## src/rtl/core/otw_pkg.sv

```systemverilog
// otw_pkg: constants, register indexes and shared types of the overlapped tile walker
// no dependencies; used by every module under rtl/core
`timescale 1ns / 1ps

package otw_pkg;

   localparam int MAX_DIM   = 4096;
   localparam int MIN_TILE  = 64;
   localparam int DIM_W     = 13;
   localparam int POS_W     = 12;
   localparam int OV_W      = 12;
   localparam int CSR_IDX_W = 2;

   localparam logic [DIM_W-1:0] TILE_RESET = DIM_W'(256);

   typedef enum logic [CSR_IDX_W-1:0] {
      REG_IMAGE_WIDTH       = 2'd0,
      REG_IMAGE_HEIGHT      = 2'd1,
      REG_REQUESTED_TILE    = 2'd2,
      REG_REQUESTED_OVERLAP = 2'd3
   } csr_index_type;

   // clamped geometry of the walk
   typedef struct packed {
      logic [DIM_W-1:0] width;
      logic [DIM_W-1:0] height;
      logic [DIM_W-1:0] tile;
      logic [OV_W-1:0]  overlap;
   } geom_type;

   typedef struct packed {
      logic [POS_W-1:0] core_x;
      logic [POS_W-1:0] core_y;
      logic [DIM_W-1:0] core_cols;
      logic [DIM_W-1:0] core_rows;
      logic [POS_W-1:0] ext_x;
      logic [POS_W-1:0] ext_y;
      logic [DIM_W-1:0] ext_width;
      logic [DIM_W-1:0] ext_height;
      logic             last_tile;
   } desc_type;

   typedef struct packed {
      logic emit;
      logic walk_done;
   } step_status_type;

endpackage

```

## src/rtl/core/overlapped_tile_walker_unit.sv

```systemverilog
// overlapped_tile_walker_unit: top level with request register, result register and checks
// depends on otw_pkg, otw_cfg and otw_step
`timescale 1ns / 1ps

// Walks the image in square tiles, row by row with x inner, one tile descriptor per
// request transaction; restart rewinds to the first tile. A request is taken every
// cycle while the result register is free or being emptied, so the sustained rate is
// one transaction per clock. A request goes through the request register, then the
// cursor update and descriptor logic that load the result register. Register writes
// reach the clamped geometry through the configuration and geometry registers, so a
// transaction may follow a write on the next cycle. A request after the last tile, or
// with a zero image side, gives no result until a restart.
module overlapped_tile_walker_unit (
   input  logic                           clock,
   input  logic                           reset,
   input  logic                           req_valid,
   output logic                           req_ready,
   input  logic                           req_restart,
   output logic                           rsp_valid,
   input  logic                           rsp_ready,
   output logic [otw_pkg::POS_W-1:0]      rsp_core_x,
   output logic [otw_pkg::POS_W-1:0]      rsp_core_y,
   output logic [otw_pkg::DIM_W-1:0]      rsp_core_cols,
   output logic [otw_pkg::DIM_W-1:0]      rsp_core_rows,
   output logic [otw_pkg::POS_W-1:0]      rsp_ext_x,
   output logic [otw_pkg::POS_W-1:0]      rsp_ext_y,
   output logic [otw_pkg::DIM_W-1:0]      rsp_ext_width,
   output logic [otw_pkg::DIM_W-1:0]      rsp_ext_height,
   output logic                           rsp_last_tile,
   input  logic                           csr_wr_en,
   input  logic [otw_pkg::CSR_IDX_W-1:0]  csr_index,
   input  logic [otw_pkg::DIM_W-1:0]      csr_wdata
);

   otw_pkg::geom_type        geom;
   otw_pkg::desc_type        desc;
   otw_pkg::step_status_type status;

   logic              in_valid_ff, in_valid_in;
   logic              restart_ff, restart_in;
   logic              rsp_valid_ff, rsp_valid_in;
   otw_pkg::desc_type desc_ff, desc_in;
   logic              out_free;
   logic              fire;
   logic              req_take;

   otw_cfg u_cfg (
      .clock     (clock),
      .reset     (reset),
      .csr_wr_en (csr_wr_en),
      .csr_index (csr_index),
      .csr_wdata (csr_wdata),
      .geom      (geom)
   );

   otw_step u_step (
      .clock   (clock),
      .reset   (reset),
      .fire    (fire),
      .restart (restart_ff),
      .geom    (geom),
      .desc    (desc),
      .status  (status)
   );

   always_comb begin
      out_free  = !rsp_valid_ff || rsp_ready;
      fire      = in_valid_ff && out_free;
      req_ready = !in_valid_ff || out_free;
      req_take  = req_valid && req_ready;

      in_valid_in = req_take ? 1'b1 : (fire ? 1'b0 : in_valid_ff);
      restart_in  = req_take ? req_restart : restart_ff;

      rsp_valid_in = rsp_valid_ff;
      desc_in      = desc_ff;
      if (fire) begin
         rsp_valid_in = status.emit;
         if (status.emit) begin
            desc_in = desc;
         end
      end else if (rsp_ready) begin
         rsp_valid_in = 1'b0;
      end
   end

   always_ff @(posedge clock) begin
      if (reset) begin
         in_valid_ff  <= 1'b0;
         rsp_valid_ff <= 1'b0;
      end else begin
         in_valid_ff  <= in_valid_in;
         rsp_valid_ff <= rsp_valid_in;
      end
      restart_ff <= restart_in;
      desc_ff    <= desc_in;
   end

   assign rsp_valid       = rsp_valid_ff;
   assign rsp_core_x      = desc_ff.core_x;
   assign rsp_core_y      = desc_ff.core_y;
   assign rsp_core_cols   = desc_ff.core_cols;
   assign rsp_core_rows   = desc_ff.core_rows;
   assign rsp_ext_x       = desc_ff.ext_x;
   assign rsp_ext_y       = desc_ff.ext_y;
   assign rsp_ext_width   = desc_ff.ext_width;
   assign rsp_ext_height  = desc_ff.ext_height;
   assign rsp_last_tile   = desc_ff.last_tile;

`ifndef ASSERT_OFF
   // a pending last tile means the walk has ended
   a_last_ends_walk : assert property (@(posedge clock) disable iff (reset)
      rsp_valid_ff && desc_ff.last_tile |-> status.walk_done)
      else $error("last tile pending while walk still active");

   // the expanded rectangle always contains the core rectangle
   a_ext_covers_core : assert property (@(posedge clock) disable iff (reset)
      rsp_valid_ff |-> (desc_ff.ext_x <= desc_ff.core_x) &&
                       (desc_ff.ext_y <= desc_ff.core_y) &&
                       ({2'b0, desc_ff.ext_x} + {1'b0, desc_ff.ext_width} >=
                        {2'b0, desc_ff.core_x} + {1'b0, desc_ff.core_cols}) &&
                       ({2'b0, desc_ff.ext_y} + {1'b0, desc_ff.ext_height} >=
                        {2'b0, desc_ff.core_y} + {1'b0, desc_ff.core_rows}))
      else $error("expanded tile does not cover core tile");

   // no empty tile is ever emitted
   a_core_nonzero : assert property (@(posedge clock) disable iff (reset)
      rsp_valid_ff |-> (desc_ff.core_cols != '0) && (desc_ff.core_rows != '0))
      else $error("tile with zero side emitted");
`endif

endmodule

```

## src/rtl/core/otw_cfg.sv

```systemverilog
// otw_cfg: configuration registers and the clamped tile geometry derived from them
// depends on otw_pkg
`timescale 1ns / 1ps

module otw_cfg (
   input  logic                           clock,
   input  logic                           reset,
   input  logic                           csr_wr_en,
   input  logic [otw_pkg::CSR_IDX_W-1:0]  csr_index,
   input  logic [otw_pkg::DIM_W-1:0]      csr_wdata,
   output otw_pkg::geom_type              geom
);

   logic [otw_pkg::DIM_W-1:0] width_ff, width_in;
   logic [otw_pkg::DIM_W-1:0] height_ff, height_in;
   logic [otw_pkg::DIM_W-1:0] req_tile_ff, req_tile_in;
   logic [otw_pkg::DIM_W-1:0] req_ov_ff, req_ov_in;
   otw_pkg::geom_type         geom_ff, geom_in;

   logic [otw_pkg::DIM_W-1:0] w_clamp;
   logic [otw_pkg::DIM_W-1:0] h_clamp;
   logic [otw_pkg::DIM_W-1:0] big;
   logic [otw_pkg::DIM_W-1:0] tile_floor;
   logic [otw_pkg::DIM_W-1:0] tile;
   logic [otw_pkg::DIM_W-1:0] half_tile;
   logic [otw_pkg::DIM_W-1:0] ov;

   localparam logic [otw_pkg::DIM_W-1:0] MAX_D = otw_pkg::DIM_W'(otw_pkg::MAX_DIM);
   localparam logic [otw_pkg::DIM_W-1:0] MIN_T = otw_pkg::DIM_W'(otw_pkg::MIN_TILE);

   always_comb begin
      width_in    = width_ff;
      height_in   = height_ff;
      req_tile_in = req_tile_ff;
      req_ov_in   = req_ov_ff;
      if (csr_wr_en) begin
         unique case (otw_pkg::csr_index_type'(csr_index))
            otw_pkg::REG_IMAGE_WIDTH:       width_in    = csr_wdata;
            otw_pkg::REG_IMAGE_HEIGHT:      height_in   = csr_wdata;
            otw_pkg::REG_REQUESTED_TILE:    req_tile_in = csr_wdata;
            otw_pkg::REG_REQUESTED_OVERLAP: req_ov_in   = csr_wdata;
            default: ;
         endcase
      end
   end

   // clamp chain
   always_comb begin
      w_clamp    = (width_ff > MAX_D) ? MAX_D : width_ff;
      h_clamp    = (height_ff > MAX_D) ? MAX_D : height_ff;
      big        = (w_clamp > h_clamp) ? w_clamp : h_clamp;
      tile_floor = (req_tile_ff > MIN_T) ? req_tile_ff : MIN_T;
      if (big < MIN_T) begin
         tile = big;
      end else begin
         tile = (tile_floor < big) ? tile_floor : big;
      end
      half_tile = tile >> 1;
      ov        = (req_ov_ff < half_tile) ? req_ov_ff : half_tile;

      geom_in.width   = w_clamp;
      geom_in.height  = h_clamp;
      geom_in.tile    = tile;
      geom_in.overlap = ov[otw_pkg::OV_W-1:0];
   end

   always_ff @(posedge clock) begin
      if (reset) begin
         width_ff    <= '0;
         height_ff   <= '0;
         req_tile_ff <= otw_pkg::TILE_RESET;
         req_ov_ff   <= '0;
      end else begin
         width_ff    <= width_in;
         height_ff   <= height_in;
         req_tile_ff <= req_tile_in;
         req_ov_ff   <= req_ov_in;
      end
      geom_ff <= geom_in;
   end

   assign geom = geom_ff;

endmodule

```

## src/rtl/core/otw_step.sv

```systemverilog
// otw_step: tile cursor state and the descriptor of the tile it points at
// depends on otw_pkg; geometry comes from otw_cfg
`timescale 1ns / 1ps

module otw_step (
   input  logic                        clock,
   input  logic                        reset,
   input  logic                        fire,
   input  logic                        restart,
   input  otw_pkg::geom_type           geom,
   output otw_pkg::desc_type           desc,
   output otw_pkg::step_status_type    status
);

   localparam int DW = otw_pkg::DIM_W;

   logic [DW-1:0] col_ff, col_in;
   logic [DW-1:0] row_ff, row_in;
   logic          done_ff, done_in;

   logic [DW-1:0] col0, row0;
   logic          done0;
   logic          empty;
   logic          wrap;
   logic [DW:0]   row_wrap;
   logic [DW:0]   row1;
   logic          end_walk;
   logic          emit;
   logic [DW-1:0] x, y;
   logic [DW-1:0] ov;
   logic [DW-1:0] rem_w, rem_h;
   logic [DW-1:0] cw, ch;
   logic [DW-1:0] ex, ey;
   logic [DW:0]   er_sum, eb_sum;
   logic [DW-1:0] er, eb;
   logic [DW:0]   nxt_col, nxt_row;
   logic          next_wrap;
   logic          last;

   always_comb begin
      col0  = restart ? '0 : col_ff;
      row0  = restart ? '0 : row_ff;
      done0 = restart ? 1'b0 : done_ff;
      empty = (geom.width == '0) || (geom.height == '0);

      // column cursor beyond the image: start of the next row
      wrap     = col0 >= geom.width;
      row_wrap = {1'b0, row0} + {1'b0, geom.tile};
      row1     = wrap ? row_wrap : {1'b0, row0};
      end_walk = row1 >= {1'b0, geom.height};
      emit     = !done0 && !empty && !end_walk;

      x  = wrap ? '0 : col0;
      y  = row1[DW-1:0];
      ov = {1'b0, geom.overlap};

      rem_w = geom.width - x;
      rem_h = geom.height - y;
      cw    = (geom.tile < rem_w) ? geom.tile : rem_w;
      ch    = (geom.tile < rem_h) ? geom.tile : rem_h;
      ex    = (x > ov) ? x - ov : '0;
      ey    = (y > ov) ? y - ov : '0;

      er_sum = {1'b0, x} + {1'b0, cw} + {1'b0, ov};
      eb_sum = {1'b0, y} + {1'b0, ch} + {1'b0, ov};
      er     = (er_sum < {1'b0, geom.width})  ? er_sum[DW-1:0] : geom.width;
      eb     = (eb_sum < {1'b0, geom.height}) ? eb_sum[DW-1:0] : geom.height;

      nxt_col   = {1'b0, x} + {1'b0, geom.tile};
      nxt_row   = {1'b0, y} + {1'b0, geom.tile};
      next_wrap = nxt_col >= {1'b0, geom.width};
      last      = next_wrap && (nxt_row >= {1'b0, geom.height});

      col_in  = col_ff;
      row_in  = row_ff;
      done_in = done_ff;
      if (fire) begin
         if (emit) begin
            col_in  = next_wrap ? '0 : nxt_col[DW-1:0];
            row_in  = next_wrap ? nxt_row[DW-1:0] : y;
            done_in = last;
         end else begin
            done_in = 1'b1;
         end
      end
   end

   always_ff @(posedge clock) begin
      if (reset) begin
         col_ff  <= '0;
         row_ff  <= '0;
         done_ff <= 1'b1;
      end else begin
         col_ff  <= col_in;
         row_ff  <= row_in;
         done_ff <= done_in;
      end
   end

   always_comb begin
      desc.core_x      = x[otw_pkg::POS_W-1:0];
      desc.core_y      = y[otw_pkg::POS_W-1:0];
      desc.core_cols   = cw;
      desc.core_rows   = ch;
      desc.ext_x       = ex[otw_pkg::POS_W-1:0];
      desc.ext_y       = ey[otw_pkg::POS_W-1:0];
      desc.ext_width   = er - ex;
      desc.ext_height  = eb - ey;
      desc.last_tile   = last;

      status.emit      = emit;
      status.walk_done = done_ff;
   end

endmodule

```

## config.mk

```make
export PLATFORM = sky130hd
export DESIGN_NAME = overlapped_tile_walker_unit
export DESIGN_NICKNAME = d
export VERILOG_FILES = /design/src/rtl/core/otw_pkg.sv /design/src/rtl/core/overlapped_tile_walker_unit.sv /design/src/rtl/core/otw_cfg.sv /design/src/rtl/core/otw_step.sv
export SDC_FILE = /design/constraint.sdc
export NUM_CORES = 1
export LEC_CHECK = 0
export BUFFER_PORTS_ARGS = -buffer_cell sky130_fd_sc_hd__clkbuf_2
export CAP_MARGIN = 25
export CORE_UTILIZATION = 48
export DETAILED_ROUTE_END_ITERATION = 16
export PLACE_DENSITY = 0.66
export SLEW_MARGIN = 20
export SYNTH_ARGS = -nofsm -noshare
export SYNTH_HDL_FRONTEND = slang
export SYNTH_SLANG_ARGS = --single-unit
```

## constraint.sdc

```tcl
create_clock -name clock -period 18 [get_ports clock]
set_input_delay 3.6 -clock clock [delete_from_list [all_inputs] [get_ports clock]]
set_output_delay 3.6 -clock clock [all_outputs]
set_load 0.02 [all_outputs]
```

==> flow_summary_export.csv <==
group,metric,value,unit
run_status,outcome,"completed",
setup_path,max_stage_delay,680,ps
routing,routed_wirelength,54880,um
setup_path,path_common_cell,"a21oi_1",
clocking,clkTransAtPathRegs,60,ps
clocking,numCtsBuffers,28,
yosys,synth_xor_area_frac,0.04813,
clocking,clock_path_buffers,3,
setup_path,worstSetupEndpointType,"flop",
setup_path,crit_slowest_cell,"a21oi_2",
timing,hold_violations,0,
clocking,htree_levels,1,
setup_path,worstSetupPathType,"flop to flop",
setup_path,r2r_start,"restart_ff",
setup_path,cp-endpoint,"rsp_ext_width[12]",
final_layout,syn_to_final_growth,11.36,%
yosys,synth_top_area_frac,0.1785,
global_route,overflow,0,
yosys,synth-edff-count,102,
yosys,synth_area,0.01893,mm^2
clocking,hold_buffers,0,
clocking,cts_tree,"done",
timing,fmax,77.78,MHz
global_route,antenna_found_initial,1,
final_layout,drive_gt1_frac,0.1219,
place,hpwlAfterDp,43880,um
routing,drt_iter0_drc,1177,
setup_path,crit_fanout,29,
timing,worst_slew_pin_slew,955.8,ps
setup_path,worstSetupStartpoint,"restart_ff",
place,dpl-instance-area,0.02015,mm^2
global_route,grt_first_pass_wirelength,85090,um
yosys,synth_cells,2130,
floorplanning,core,0.03874,mm^2
clocking,post_cts_resized,0,
yosys,synth_cell_types,80,
setup_path,reg2reg_setup_slack,5140,ps
yosys,synthMostInstantiatedCell,"ha_1",
pwr,ir_drop,0.09546,mV
floorplanning,pin_count,124,
floorplanning,die_area,0.04023,mm^2
yosys,synth.area.top_cells,"ha_1 18%, edfxtp_1 16%, dfxtp_1 14%",
yosys,synth_compound_area_frac,0.1638,
clocking,cts_num_sinks,234,
yosys,yosys.area_share.adder,0.2145,
yosys,synth_top_family_by_area,"adder cells",
yosys,synthesis.nets,2455,
global_route,grt_start_max_net_pins,84,
timing,tns,0,ps
floorplanning,die_h,200.6,um
global_route,track_usage,0.2694,
floorplanning,initial_utilization,0.4886,
clocking,clk_latency,580,ps
routing,ant_nets,0,
final_layout,final_area,0.02108,mm^2
timing,setup_ws,5143,ps
setup_path,start_kind,"flop",
final_layout,antenna_cells,0,
routing,routedWlPerCell,19.66,um
worst_hold_path,hp-class,"flop to flop",
routing,drtPass1Iterations,5,
clocking,root_buffer,"clkbuf_16",
routing,drc,0,
timing,skew,18.41,ps
yosys,ys.flop_type,"dfxtp_1",
setup_path,rr_endpoint,"rsp_ext_width[12]",
setup_path,crit_arrival,13160,ps
pwr,powerDensity,137.4,mW/mm^2
yosys,synthMuxAreaShare,0.05870,
yosys,synthSimpleGateAreaFrac,0.1559,
setup_path,r2r_cells,60,
place,dp_slack,5247,ps
pwr,leakage,9.790,nW
yosys,synth.ff_latch_count,234,
routing,viasPerCell,5.692,
yosys,yosys.area.top_type,"ha_1",
setup_path,crit_required,18310,ps
timing,setup_viol,0,
yosys,ys.warnings.count,0,
routing,vias,15890,
yosys,syn_avg_cell_area,8.886,um^2
timing,finalCriticalPeriod,12860,ps
floorplanning,die_w,200.6,um
final_layout,final_util,0.5441,
timing,grt_setup_unrepaired,"no",
timing,whs,451.1,ps
timing,fin_crit_sh,0.7143,
place,place_congestion,0.9540,
yosys,synth_common_cells,"270 x ha_1, 244 x nand2_1, 226 x inv_1, 176 x a21oi_1, 132 x dfxtp_1",
timing,final_max_slew_viol_count,0,
yosys,async_reset_ff_frac,0,
timing,max_slew_margin,0.3628,
place,port-buffer-count,123,
yosys,seq_area_frac_synth,0.3014,
floorplanning,num_rows,72,
clocking,post-cts-setup-buffers,0,
final_layout,fin_nets,2576,
flow_run,maxCapViolations,0,
global_route,grt_pass1_vias,15250,
## stage by stage
stage	instances	total power [W]
final	2791	0.002895
after global routing	2791	0.003119
after CTS	2791	0.002896
after detailed placement	2739	0.002317
after global placement	2739	0.002279
after floorplan	2130	0.001966
## cells by family after synthesis
logic type / count (synthesis)
mux: 101
simple gates: 618
fa+ha+maj: 304
compound gates: 486
xor+xnor: 104
buf+inv: 283
flops: 234
## power breakdown
| group | internal, W | leakage (nW) | total [W] | switching, W |
|---|---|---|---|---|
| Combinational | 0.000696 | 7.38 | 0.00164 | 0.000943 |
| Clock | 0.000325 | 0.453 | 0.000569 | 0.000244 |
| Sequential | 0.000666 | 1.95 | 0.000687 | 0.0000209 |
## critical path: cells and delay by family (launching register included)
kind            cells  cell delay, ps
buf+inv             9            1410
flops               1             320
compound gates     25            5620
xor+xnor            3             510
fa+ha+maj          10            2870
mux                 1             330
simple gates       12            1470
## layout make-up
class | instances | area, um^2
flip-flops and latches | 234 | 5705
inverters | 227 | 854.6
clock buffers | 30 | 728.2
well taps | 518 | 648.1
multi-input cells | 1613 | 12140
clock inverters | 22 | 203.9
fillers | 3634 | 17660
repair buffers | 147 | 795.8
## layout by cell type, fill, tap and decap left out, types with 24 or more instances in the layout
cell type | netlist | layout
nand2b_1 | 27 | 27
xor2_1 | 33 | 33
o21ai_0 | 84 | 83
a21oi_1 | 176 | 175
fa_1 | 34 | 34
inv_1 | 226 | 225
nand2_1 | 244 | 244
a211oi_1 | 29 | 28
nand3_1 | 29 | 29
xnor2_1 | 71 | 71
nor3_1 | 32 | 32
clkbuf_16 | 0 | 28
ha_1 | 270 | 270
edfxtp_1 | 102 | 102
mux2i_1 | 51 | 51
a21o_1 | 48 | 48
nor2_1 | 113 | 113
dfxtp_1 | 132 | 132
nor2b_1 | 68 | 68
mux2_2 | 40 | 40
clkbuf_2 | 0 | 123
buf_4 | 0 | 24
## registers in the layout, indices dropped and copies added (netlist names), 13 cells and up
name and cells:
u_cfg.width_ff 13, u_step.row_ff 13, rsp_core_rows 13, u_cfg.req_ov_ff 13, u_cfg.height_ff 13, rsp_core_cols 13
u_step.col_ff 13, rsp_ext_height 13, u_cfg.geom 51, rsp_ext_width 13, u_cfg.req_tile_ff 13
## how the worst min path moves through the flow
stage               slack (ps)               start  cells after the start                 end
global placement           440   u_cfg.width_ff[3]                      2   u_cfg.width_ff[3]
global route               470  u_cfg.height_ff[9]                      2  u_cfg.height_ff[9]
CTS                        450   u_cfg.width_ff[6]                      2   u_cfg.width_ff[6]
detailed placement         440   u_cfg.width_ff[6]                      2   u_cfg.width_ff[6]
finish                     450   u_cfg.width_ff[6]                      2   u_cfg.width_ff[6]
floorplan                  430  u_cfg.height_ff[0]                      2  u_cfg.height_ff[0]
## routing by layer
| layer | part of all wire | up-vias | GRT usage | wire, um |
|---|---|---|---|---|
| li1 | - | 7747 | - | - |
| met1 | 0.47 | 7538 | 0.3789 | 25860 |
| met2 | 0.42 | 480 | 0.4095 | 23150 |
| met3 | 0.058 | 122 | 0.03393 | 3159 |
| met4 | 0.049 | 0 | 0.1284 | 2703 |
| met5 | 0 | - | 0 | 0 |
No activity file was read; power rests on OpenSTA's default activity.
